`config.mk`:
```
export PLATFORM = sky130hd
export DESIGN_NAME = scaled_command_frame_encoder
export DESIGN_NICKNAME = d
export VERILOG_FILES = /design/src/rtl/scf_pkg.sv /design/src/rtl/scaled_command_frame_encoder.sv /design/src/rtl/scf_front.sv /design/src/rtl/scf_queue.sv /design/src/rtl/scf_back.sv
export SDC_FILE = /design/constraint.sdc
export NUM_CORES = 2
export LEC_CHECK = 0
export BUFFER_PORTS_ARGS = -buffer_cell sky130_fd_sc_hd__buf_2
export CAP_MARGIN = 25
export CORE_MARGIN = 1
export CORE_UTILIZATION = 60
export CTS_CLUSTER_SIZE = 8
export DETAILED_ROUTE_END_ITERATION = 8
export PLACE_DENSITY = 0.89
export SYNTH_ARGS = -nofsm -noshare
export SYNTH_HDL_FRONTEND = slang
export SYNTH_SLANG_ARGS = --single-unit
```
`constraint.sdc`:
```
create_clock -name clk_i -period 6.75 [get_ports clk_i]
set_input_delay 0.675 -clock clk_i [delete_from_list [all_inputs] [get_ports clk_i]]
set_output_delay 0.675 -clock clk_i [all_outputs]
set_load 0.02 [all_outputs]
```
`src/rtl/scf_pkg.sv`:
```
`timescale 1ns / 1ps
`default_nettype none
// ---------------------------------------------------------------------------
// scf_pkg
// Shared types, constants and the CRC-8 byte update for the command frame
// encoder.
// ---------------------------------------------------------------------------
package scf_pkg;

  localparam int unsigned ValueW  = 16;
  localparam int unsigned RegW    = 32;
  localparam int unsigned ByteW   = 8;
  localparam int unsigned IdxW    = 2;
  localparam int unsigned ProdW   = RegW + ValueW;      // signed product width
  localparam int unsigned SumW    = ProdW + 1;          // product plus offset
  localparam int unsigned FracW   = 16;                 // Q16.16 fraction bits

  localparam logic [ByteW-1:0] FRAME_FLAG = 8'h7E;
  localparam logic [ByteW-1:0] FRAME_PAD  = 8'h00;
  localparam logic [ByteW-1:0] CRC_POLY   = 8'h31;
  localparam logic [ByteW-1:0] CRC_INIT   = 8'hFF;
  localparam logic [ByteW-1:0] CRC_TOPBIT = 8'h80;

  // Configuration register indexes
  localparam logic [IdxW-1:0] REG_SERVO_GAIN   = 2'd0;
  localparam logic [IdxW-1:0] REG_SERVO_OFFSET = 2'd1;
  localparam logic [IdxW-1:0] REG_STEP_GAIN    = 2'd2;
  localparam logic [IdxW-1:0] REG_STEP_OFFSET  = 2'd3;

  // Position of a byte within the six-byte frame
  typedef enum logic [2:0] {
    POS_OPEN  = 3'd0,
    POS_SERVO = 3'd1,
    POS_STEP  = 3'd2,
    POS_PAD   = 3'd3,
    POS_CRC   = 3'd4,
    POS_CLOSE = 3'd5
  } frame_pos_e;

  // One queued command: the two scaled bytes
  typedef struct packed {
    logic [ByteW-1:0] step_byte;
    logic [ByteW-1:0] servo_byte;
  } scf_entry_t;

  // Queue status seen by the producer and the consumer
  typedef struct packed {
    logic full;
    logic not_empty;
  } scf_qstat_t;

  function automatic logic [ByteW-1:0] crc8_update(input logic [ByteW-1:0] crc,
                                                    input logic [ByteW-1:0] data);
    logic [ByteW-1:0] c;
    c = crc ^ data;
    for (int i = 0; i < ByteW; i++) begin
      if ((c & CRC_TOPBIT) != '0) begin
        c = (c << 1) ^ CRC_POLY;
      end else begin
        c = c << 1;
      end
    end
    return c;
  endfunction

endpackage
`default_nettype wire

```
`src/rtl/scaled_command_frame_encoder.sv`:
```
`timescale 1ns / 1ps
`default_nettype none
// ---------------------------------------------------------------------------
// scaled_command_frame_encoder
// Scales servo and step commands to bytes and sends each pair as a
// six-byte CRC-8 protected frame.
// ---------------------------------------------------------------------------
//  channel | dir | transfer        | payload
//  s_axis  | in  | tvalid & tready | tdata: servo_value[15:0], step_value[31:16]
//  m_axis  | out | tvalid & tready | tdata: frame_byte[7:0]; tlast: frame_last
//  cfg     | in  | cfg_we_i        | cfg_idx_i selects gain/offset, cfg_wdata_i
//
// The byte serializer sends one output byte per cycle while m_axis_tready stays
// high and a command is queued. After the input transaction a command passes
// the multiply stage, then the queue, then the output register. A two-entry
// queue lets the input side keep accepting while the output stalls. Reset is
// asynchronous, active low; the registers return to gain 1.0 and offset 0.
module scaled_command_frame_encoder (
  input  wire logic         clk_i,
  input  wire logic         rst_ni,
  input  wire logic         cfg_we_i,
  input  wire logic [1:0]   cfg_idx_i,
  input  wire logic [31:0]  cfg_wdata_i,
  input  wire logic         s_axis_tvalid,
  output logic              s_axis_tready,
  input  wire logic [31:0]  s_axis_tdata,   // servo_value[15:0], step_value[31:16]
  output logic              m_axis_tvalid,
  input  wire logic         m_axis_tready,
  output logic [7:0]        m_axis_tdata,   // frame_byte[7:0]
  output logic              m_axis_tlast    // frame_last
);
  import scf_pkg::*;

  scf_qstat_t qstat;
  scf_entry_t push_entry;
  scf_entry_t head_entry;
  logic       push;
  logic       pop;

  scf_front u_front (
    .clk_i         (clk_i),
    .rst_ni        (rst_ni),
    .cfg_we_i      (cfg_we_i),
    .cfg_idx_i     (cfg_idx_i),
    .cfg_wdata_i   (cfg_wdata_i),
    .in_valid_i    (s_axis_tvalid),
    .in_ready_o    (s_axis_tready),
    .servo_value_i (s_axis_tdata[15:0]),
    .step_value_i  (s_axis_tdata[31:16]),
    .qstat_i       (qstat),
    .push_o        (push),
    .entry_o       (push_entry)
  );

  scf_queue u_queue (
    .clk_i   (clk_i),
    .rst_ni  (rst_ni),
    .push_i  (push),
    .entry_i (push_entry),
    .pop_i   (pop),
    .head_o  (head_entry),
    .qstat_o (qstat)
  );

  scf_back u_back (
    .clk_i       (clk_i),
    .rst_ni      (rst_ni),
    .head_i      (head_entry),
    .qstat_i     (qstat),
    .pop_o       (pop),
    .out_valid_o (m_axis_tvalid),
    .out_ready_i (m_axis_tready),
    .out_byte_o  (m_axis_tdata),
    .out_last_o  (m_axis_tlast)
  );

endmodule
`default_nettype wire

```
`src/rtl/scf_front.sv`:
```
`timescale 1ns / 1ps
`default_nettype none
// ---------------------------------------------------------------------------
// scf_front
// Holds the gain/offset registers, accepts commands, multiplies in one
// registered stage, then adds, truncates and saturates into the queue.
// ---------------------------------------------------------------------------
module scf_front (
  input  wire logic                        clk_i,
  input  wire logic                        rst_ni,
  input  wire logic                        cfg_we_i,
  input  wire logic [scf_pkg::IdxW-1:0]    cfg_idx_i,
  input  wire logic [scf_pkg::RegW-1:0]    cfg_wdata_i,
  input  wire logic                        in_valid_i,
  output logic                             in_ready_o,
  input  wire logic [scf_pkg::ValueW-1:0]  servo_value_i,
  input  wire logic [scf_pkg::ValueW-1:0]  step_value_i,
  input  wire scf_pkg::scf_qstat_t         qstat_i,
  output logic                             push_o,
  output scf_pkg::scf_entry_t              entry_o
);
  import scf_pkg::*;

  logic [RegW-1:0] servo_gain_q, servo_offset_q, step_gain_q, step_offset_q;

  logic                    prod_valid_q, prod_valid_d;
  logic signed [ProdW-1:0] servo_prod_q, step_prod_q;
  logic signed [ProdW-1:0] servo_prod_d, step_prod_d;
  logic                    advance;

  always_ff @(posedge clk_i or negedge rst_ni) begin
    if (!rst_ni) begin
      servo_gain_q   <= RegW'(32'h0001_0000);
      servo_offset_q <= '0;
      step_gain_q    <= RegW'(32'h0001_0000);
      step_offset_q  <= '0;
    end else if (cfg_we_i) begin
      unique case (cfg_idx_i)
        REG_SERVO_GAIN:   servo_gain_q   <= cfg_wdata_i;
        REG_SERVO_OFFSET: servo_offset_q <= cfg_wdata_i;
        REG_STEP_GAIN:    step_gain_q    <= cfg_wdata_i;
        REG_STEP_OFFSET:  step_offset_q  <= cfg_wdata_i;
        default: ;
      endcase
    end
  end

  function automatic logic [ByteW-1:0] sat_byte(input logic signed [ProdW-1:0] prod,
                                                input logic [RegW-1:0]         offset);
    logic signed [SumW-1:0] sum;
    sum = SumW'(prod) + SumW'($signed(offset));
    if (sum[SumW-1]) begin
      return '0;
    end else if (sum[SumW-2:FracW+ByteW] != '0) begin
      return '1;
    end else begin
      return sum[FracW+ByteW-1:FracW];
    end
  endfunction

  // Stage empties into the queue whenever there is room
  assign push_o     = prod_valid_q && !qstat_i.full;
  assign advance    = !prod_valid_q || !qstat_i.full;
  assign in_ready_o = advance;

  always_comb begin
    prod_valid_d = prod_valid_q;
    if (advance) begin
      prod_valid_d = in_valid_i;
    end
    servo_prod_d = ProdW'($signed(servo_gain_q) * $signed({1'b0, servo_value_i}));
    step_prod_d  = ProdW'($signed(step_gain_q) * $signed({1'b0, step_value_i}));
  end

  always_ff @(posedge clk_i or negedge rst_ni) begin
    if (!rst_ni) begin
      prod_valid_q <= 1'b0;
    end else begin
      prod_valid_q <= prod_valid_d;
    end
  end

  always_ff @(posedge clk_i) begin
    if (advance && in_valid_i) begin
      servo_prod_q <= servo_prod_d;
      step_prod_q  <= step_prod_d;
    end
  end

  always_comb begin
    entry_o.servo_byte = sat_byte(servo_prod_q, servo_offset_q);
    entry_o.step_byte  = sat_byte(step_prod_q, step_offset_q);
  end

endmodule
`default_nettype wire

```
`src/rtl/scf_queue.sv`:
```
`timescale 1ns / 1ps
`default_nettype none
// ---------------------------------------------------------------------------
// scf_queue
// Two-entry queue of scaled commands between the front and the framer.
// ---------------------------------------------------------------------------
module scf_queue (
  input  wire logic                 clk_i,
  input  wire logic                 rst_ni,
  input  wire logic                 push_i,
  input  wire scf_pkg::scf_entry_t  entry_i,
  input  wire logic                 pop_i,
  output scf_pkg::scf_entry_t       head_o,
  output scf_pkg::scf_qstat_t       qstat_o
);
  import scf_pkg::*;

  scf_entry_t mem_q [2];
  logic       wr_ptr_q, wr_ptr_d;
  logic       rd_ptr_q, rd_ptr_d;
  logic [1:0] count_q, count_d;

  always_comb begin
    wr_ptr_d = wr_ptr_q;
    rd_ptr_d = rd_ptr_q;
    count_d  = count_q;
    if (push_i) begin
      wr_ptr_d = ~wr_ptr_q;
    end
    if (pop_i) begin
      rd_ptr_d = ~rd_ptr_q;
    end
    unique case ({push_i, pop_i})
      2'b10:   count_d = count_q + 2'd1;
      2'b01:   count_d = count_q - 2'd1;
      default: count_d = count_q;
    endcase
  end

  always_ff @(posedge clk_i or negedge rst_ni) begin
    if (!rst_ni) begin
      wr_ptr_q <= 1'b0;
      rd_ptr_q <= 1'b0;
      count_q  <= '0;
    end else begin
      wr_ptr_q <= wr_ptr_d;
      rd_ptr_q <= rd_ptr_d;
      count_q  <= count_d;
    end
  end

  always_ff @(posedge clk_i) begin
    if (push_i) begin
      mem_q[wr_ptr_q] <= entry_i;
    end
  end

  assign head_o            = mem_q[rd_ptr_q];
  assign qstat_o.full      = count_q[1];
  assign qstat_o.not_empty = (count_q != '0);

endmodule
`default_nettype wire

```
`src/rtl/scf_back.sv`:
```
`timescale 1ns / 1ps
`default_nettype none
// ---------------------------------------------------------------------------
// scf_back
// Frames the queue head into six bytes behind an output register, one per
// cycle unless the output stalls, running the CRC-8 over the leading bytes.
// ---------------------------------------------------------------------------
module scf_back (
  input  wire logic                      clk_i,
  input  wire logic                      rst_ni,
  input  wire scf_pkg::scf_entry_t       head_i,
  input  wire scf_pkg::scf_qstat_t       qstat_i,
  output logic                           pop_o,
  output logic                           out_valid_o,
  input  wire logic                      out_ready_i,
  output logic [scf_pkg::ByteW-1:0]      out_byte_o,
  output logic                           out_last_o
);
  import scf_pkg::*;

  localparam logic [ByteW-1:0] CrcAfterFlag = crc8_update(CRC_INIT, FRAME_FLAG);

  frame_pos_e       pos_q, pos_d;
  logic [ByteW-1:0] crc_q, crc_d;
  logic             out_valid_q, out_valid_d;
  logic [ByteW-1:0] out_byte_q, out_byte_d;
  logic             out_last_q, out_last_d;
  logic             load;

  // Load while a command is queued and the output register is free or draining
  assign load  = qstat_i.not_empty && (!out_valid_q || out_ready_i);
  assign pop_o = load && (pos_q == POS_CLOSE);

  always_comb begin
    pos_d       = pos_q;
    crc_d       = crc_q;
    out_byte_d  = out_byte_q;
    out_last_d  = out_last_q;
    out_valid_d = out_valid_q;
    if (out_ready_i) begin
      out_valid_d = 1'b0;
    end
    if (load) begin
      out_valid_d = 1'b1;
      out_last_d  = 1'b0;
      unique case (pos_q)
        POS_OPEN: begin
          out_byte_d = FRAME_FLAG;
          crc_d      = CrcAfterFlag;
          pos_d      = POS_SERVO;
        end
        POS_SERVO: begin
          out_byte_d = head_i.servo_byte;
          crc_d      = crc8_update(crc_q, head_i.servo_byte);
          pos_d      = POS_STEP;
        end
        POS_STEP: begin
          out_byte_d = head_i.step_byte;
          crc_d      = crc8_update(crc_q, head_i.step_byte);
          pos_d      = POS_PAD;
        end
        POS_PAD: begin
          out_byte_d = FRAME_PAD;
          crc_d      = crc8_update(crc_q, FRAME_PAD);
          pos_d      = POS_CRC;
        end
        POS_CRC: begin
          out_byte_d = crc_q;
          pos_d      = POS_CLOSE;
        end
        POS_CLOSE: begin
          out_byte_d = FRAME_FLAG;
          out_last_d = 1'b1;
          pos_d      = POS_OPEN;
        end
        default: begin
          pos_d = POS_OPEN;
        end
      endcase
    end
  end

  always_ff @(posedge clk_i or negedge rst_ni) begin
    if (!rst_ni) begin
      pos_q       <= POS_OPEN;
      out_valid_q <= 1'b0;
    end else begin
      pos_q       <= pos_d;
      out_valid_q <= out_valid_d;
    end
  end

  always_ff @(posedge clk_i) begin
    crc_q      <= crc_d;
    out_byte_q <= out_byte_d;
    out_last_q <= out_last_d;
  end

  assign out_valid_o = out_valid_q;
  assign out_byte_o  = out_byte_q;
  assign out_last_o  = out_last_q;

endmodule
`default_nettype wire
```
# ---- Word level (Yosys, flattened, before mapping)
# Memories as Yosys holds them, arrays and structs flattened.
# Cells that the tools add are included.
dict set report totals {
  input_bits 71
  mem_bits_rw 32
  elab_cells 164
  latch_bits 0
  rom_bits 0
  out_inout_bits 11
  ff_bits 250
  memories 1
}
dict set report op_classes {
  n_eq_ne 10
  magnitude_cmp 0
  n_mul 2
  reduce_logical 25
  n_div 0
  n_shift 0
  bitwise_logic 28
  mux 79
  addsub 4
}
# memory depth width rd rd_clocked_by_memory_dff write_ports line_no
set memory_table {}
lappend memory_table {u_queue.mem_q 2 16 1 0 1 scf_queue.sv:18} ;# scf_entry_t mem_q [2];
# operator n
set ops {}
lappend ops {{two-way mux 8 bit} 46}
lappend ops {{two-way mux 6 bit} 24}
lappend ops {{adder 48 x 32 -> 49 bit} 2}
lappend ops {{multiplier 32 x 17 -> 48 bit} 2}
lappend ops {{inverter 3 bit} 24}
lappend ops {{nonzero test 24 bit} 2}
lappend ops {{case mux 8 bit (5 select lines)} 1}
lappend ops {{case mux 8 bit (4 select lines)} 1}
lappend ops {{bitwise XOR 8 bit} 2}
lappend ops {{case mux 3 bit (5 select lines)} 1}
lappend ops {{AND reduction 2 bit} 6}
lappend ops {{== test 2 bit, second input constant} 3}
lappend ops {{== test 3 x 2 -> 1 bit, second input constant} 2}
lappend ops {{== test 3 bit, second input constant} 2}
lappend ops {{nonzero test 2 bit} 3}
lappend ops {{two-way mux 1 bit} 5}
lappend ops {{nonzero test 5 bit} 1}
lappend ops {{== test 2 x 1 -> 1 bit, second input constant} 2}
lappend ops {{logical AND 1 bit} 4}
lappend ops {{case mux 2 bit (2 select lines)} 1}
lappend ops {{nonzero test 4 bit} 1}
lappend ops {{== test 3 x 1 -> 1 bit, second input constant} 1}
lappend ops {{logical NOT 1 bit} 3}
lappend ops {{logical NOT 3 bit} 1}
lappend ops {{6 further kinds} 8}

# ---- Depth between registers and ports, before layout
# An unclocked memory read counts as a cell.
dict set report depth {
  depth_word 33
  mapped_depth 28
  depth_no_buf 26
}

# ---- Cells and area by module
# From an unflattened synthesis, not the netlist that was laid out.
dict set report hier_totals {
  hier_cells 5436
  area_unflattened_um2 51534.4
}
# mod n_inst area_each_um2 cells_per_inst seq_area_each_um2
set modules_own_cells {}
lappend modules_own_cells {scf_front 1 48482.7 5211 6113.4}
lappend modules_own_cells {scf_back 1 1657.8 159 610.6}
lappend modules_own_cells {scf_queue 1 1393.8 66 1061.0}

# ---- Worst setup path before layout
# Ideal clock, no wire load.
dict set report synth_path {
  path_type {input port to flip-flop}
  start {in s_axis_tdata[8]}
  end {reg u_front.servo_prod_q[46], data pin}
  setup_ns 0.258
  arrival_ns 6.489
  path_buffers 1
  path_slack_ns 0.004
  stages 25
  t_required_ns 6.492
  cell_sequence {clkbuf_1 -> nand2_1 -> fa_1 -> inv_1 -> fa_1 -> inv_1 -> fa_1 -> inv_1 -> fa_1 -> fa_1 -> inv_1 -> fa_1 -> inv_1 -> ha_1 -> and4_1 -> and4_1 -> o211ai_1 -> a21oi_1 -> a22o_1 -> o21ai_1 -> a31oi_1 -> a311o_1 -> a221o_1 -> a21oi_1 -> xnor2_1}
}
dict set report synth_via {
  elab_chain_len 1
}
# element line_no
set synth_lines {}
lappend synth_lines {{from (decl)} scaled_command_frame_encoder.sv:26} ;# input wire logic [31:0] s_axis_tdata,
lappend synth_lines {{multiplier 32 x 17 -> 48 bit} scf_front.sv:71} ;# servo_prod_d = ProdW'($signed(servo_gain_q) * $signed({1'b0, servo_value_i}));
lappend synth_lines {{net u_front.servo_prod_d[46]} scf_front.sv:28} ;# logic signed [ProdW-1:0] servo_prod_d, step_prod_d;
lappend synth_lines {{to (signal assigned)} scf_front.sv:85} ;# servo_prod_q <= servo_prod_d;
lappend synth_lines {{to (decl)} scf_front.sv:27} ;# logic signed [ProdW-1:0] servo_prod_q, step_prod_q;
# The timed path passes the listed nets, and every way through them passes these cells.
# A chain may end at the register's enable or synchronous reset.

# ---- Final worst setup path
dict set report layout_path {
  start {reg u_front.servo_gain_q[7]}
  end {reg u_front.servo_prod_q[47], data pin}
}
dict set report layout_via {
  elab_chain_len 1
}
# element line_no
set layout_lines {}
lappend layout_lines {{from (decl)} scf_front.sv:24} ;# logic [RegW-1:0] servo_gain_q, servo_offset_q, step_gain_q, step_offset_q;
lappend layout_lines {{from (signal assigned)} scf_front.sv:33} ;# servo_gain_q <= RegW'(32'h0001_0000);
lappend layout_lines {{from (signal assigned)} scf_front.sv:39} ;# REG_SERVO_GAIN: servo_gain_q <= cfg_wdata_i;
lappend layout_lines {{multiplier 32 x 17 -> 48 bit} scf_front.sv:71}
lappend layout_lines {{net u_front.servo_prod_d[47]} scf_front.sv:28}
# The timed path passes the listed nets, and every way through them passes these cells.

==> run metrics <==
PortBufs=81; Tightest Pin Transition=1020 ps; Nets=7047; Layout Utilization=66.5%; clk slew on worst S/H paths=60 ps; Mapped Nets=6831; clock sinks=282; worst-path maximum fanout=7; Ys Warns=0; critical path arrival=7160 ps; wire length per cell=19.3 um; Worst Skew=24.8 ps; Final TNS setup=-136 ps; DR pass1 iterations=6; share of cells above drive strength 1=12.6%; Mapped Avg Cell Area=9.42 um2; Cell Area, Synth=51500 um2; Max Cap Viol=0; Die Area=87000 um2; first-pass GRT wire length=213 mm; Mapped Cells=5469; final wirelength=132 mm; failing checks=setup timing; Synth cell types=96; highest routed metal layer=met5; DR iter-0 viols=3146; Die X=295 um; Yosys top cell by area=fa_1; outcome=finished with violations; GP Congestion=0.965; Clock Tree Root=clkbuf_16; H-tree depth=2; async set-or-reset flop fraction in the synthesized netlist=48.6%; ANT nets after route=0; CTS tree=built; r2r startpoint=u_front.servo_gain_q[7]; DRC Markers=0; fmax=146 MHz; met3 WL=10.0 mm; R2R Path End=u_front.servo_prod_q[47]; fin cells=6871; grt ovf=0; Global Route Usage Sum=30.9%; core footprint=85100 um2; met2 wire len=65.6 mm; worst hold path class=in2async; top_reg_cell synth=edfxtp_1; IO Pins=82; endpoint type of the worst setup path=flop; HPWL Detailed=106 mm; Post-synth EDFFs=145; #FFs+latches synth=282; CTS buffer count=41; crit-path most repeated cell=fa_1; Seq/Total Area, Yosys=15.1%; Worst Setup Start Kind=flop; crit-path max cell delay=550 ps; crit share post-route=102%; unrepaired setup endpoints after global routing=yes; Metal-1 WL=50.0 mm; Slew Limit Fails=0; largest cells by area after synthesis=fa_1 (38%), edfxtp_1 (8.5%), inv_1 (8.2%), ha_1 (7.8%), dfrtp_1 (6.6%); Starting Density=60.5%; setup ws final=-117 ps; worst hold margin=125 ps; CP max stage cell=fa_1; clock buffer depth=3; Worst-Skew Late Latency=570 ps; flop2flop setup slack=-120 ps; DR vias=39973; top cell type's share of synthesized area=37.6%; layout filler cell count=6139; largest net degree at the start of global routing=75; DR vias/cell=5.82; vias in the first global route=42766; slew margin rel.=31.9%; placed instance count=6760; die height=295 um; Worst Reg-to-Reg Cells=25; Req. time, crit path=7040 ps; synthesis-to-finish area growth=9.89%; row count=107; initial antenna violation count=22; Fin. Hold Viols=0; Crit Path Category=reg2reg; # setup viols final=3; final worst path period need=6870 ps
[routing by layer]
| layer | vias up | track usage [%] |
|---|---|---|
| li1 | 17369 | - |
| met1 | 20229 | 39.2 |
| met2 | 1804 | 51.9 |
| met3 | 545 | 5.07 |
| met4 | 26 | 14.1 |
| met5 | - | 0 |
[cell type report]
cell class | instances | area, um2 | area share, %
clock inverters | 4 | 45.0 | 0.0796
multi-input cells | 3832 | 38900 | 68.7
inverters | 1126 | 4230 | 7.47
well taps | 1144 | 1430 | 2.53
flip-flops and latches | 282 | 7820 | 13.8
diodes | 10 | 25.0 | 0.0442
clock buffers | 71 | 1160 | 2.05
repair buffers | 402 | 2990 | 5.29
[worst max-delay path: cells and delay by family, from the launching register on]
family,cells,cell delay (ps)
compound gates,9,2000
xor+xnor,1,90
fa+ha+maj,7,3400
buf+inv,6,440
flops,1,470
simple gates,2,190
[synthesized netlist by cell type (6+ instances only)]
master	instances
a21boi_0	10
o21a_1	27
nor2_1	136
o21ai_0	103
xnor2_1	137
nor3b_1	6
inv_1	1126
nand2_1	698
a311oi_1	6
a31oi_1	17
fa_1	968
a211o_1	6
nand4_1	38
mux2i_1	19
xor2_1	58
or2_2	12
nand2b_1	25
dfrtp_1	135
nor4_1	13
mux2_2	134
nand3b_1	6
clkbuf_1	214
o21ai_1	14
o21bai_1	24
a21oi_1	209
o211ai_1	17
nor2b_1	25
o22ai_1	6
and2_1	467
a211oi_1	19
buf_1	6
or3_1	9
nand3_1	42
ha_1	323
a21o_1	80
and3_1	17
a22oi_1	12
o31ai_1	14
edfxtp_1	145
nor3_1	35
[state kept, by name, indices dropped and copies added, names as in the netlist, 8 cells and up]
name / flops
u_back.crc_q: 8
u_back.out_byte_o: 8
u_front.servo_gain_q: 32
u_front.servo_offset_q: 32
u_front.servo_prod_q: 48
u_front.step_gain_q: 32
u_front.step_offset_q: 32
u_front.step_prod_q: 48
u_queue.mem_q: 32
[how the worst max path moves through the flow]
stage                        startpoint                       end  slack (ps)  depth (start not counted)
3_3_place_gp            s_axis_tdata[6]  u_front.servo_prod_q[46]        -280                         26
5_1_grt        u_front.servo_gain_q[10]  u_front.servo_prod_q[47]        -300                         24
4_1_cts        u_front.servo_gain_q[12]  u_front.servo_prod_q[46]           4                         23
2_1_floorplan           s_axis_tdata[8]  u_front.servo_prod_q[46]           4                         25
3_5_place_dp            s_axis_tdata[2]  u_front.servo_prod_q[46]        -500                         25
6_report        u_front.servo_gain_q[7]  u_front.servo_prod_q[47]        -120                         25
[through the flow]
stage | setup WS, ps | cell area (um2)
after global routing | -303 | 56600
final | -117 | 56600
after global placement | -280 | 54800
after detailed placement | -499 | 54800
after floorplan | 3.66 | 51500
after CTS | 4.33 | 56100
[logic make-up (layout without fill, tap and decap cells)]
| kind of cell | count (synthesis) | count (layout) | share of synthesized area (%) |
|---|---|---|---|
| AO/OA/AOI/OAI | 633 | 633 | 7.87 |
| XOR/XNOR | 196 | 196 | 3.36 |
| adder cells (fa/ha/maj) | 1291 | 1291 | 45.5 |
| buffers and inverters | 1355 | 1603 | 9.97 |
| flip-flops | 282 | 282 | 15.1 |
| multiplexers | 153 | 153 | 3.30 |
| other | 0 | 10 | 0 |
| AND/OR/NAND/NOR | 1559 | 1559 | 14.9 |
[timing repair]
item | in CTS | in global routing
gates resized for setup | 18 | 101
hold buffers | 0 | 0
setup buffers | 4 | 21
pin swaps | 2 | 58
setup endpoints to repair | 15 | 26
[cell usage in the layout (no fill, tap or decap), types with 14 or more instances in the layout]
master,synthesis,routed
a31oi_1,17,15
o21bai_1,24,24
nor3_1,35,34
nand2_1,698,695
a211oi_1,19,16
inv_1,1126,1120
nand2b_1,25,25
clkbuf_16,0,42
xnor2_1,137,137
nand3_1,42,40
mux2i_1,19,19
edfxtp_1,145,145
fa_1,968,960
ha_1,323,318
a21o_1,80,80
and3_1,17,15
o211ai_1,17,17
nor2_1,136,134
dfrtp_2,0,29
a21oi_2,2,20
o31ai_1,14,14
xor2_1,58,58
dfrtp_1,135,106
nand4_1,38,38
a21oi_1,209,191
nor2b_1,25,25
o21ai_0,103,98
and2_1,467,460
o21a_1,27,27
buf_4,3,299
mux2_2,134,134
o21ai_1,14,16
buf_2,1,81
clkbuf_1,214,29
Power is left out: the tool's default activity adds up to more than one toggle a clock period on the data nets, which glitch-free logic cannot reach.
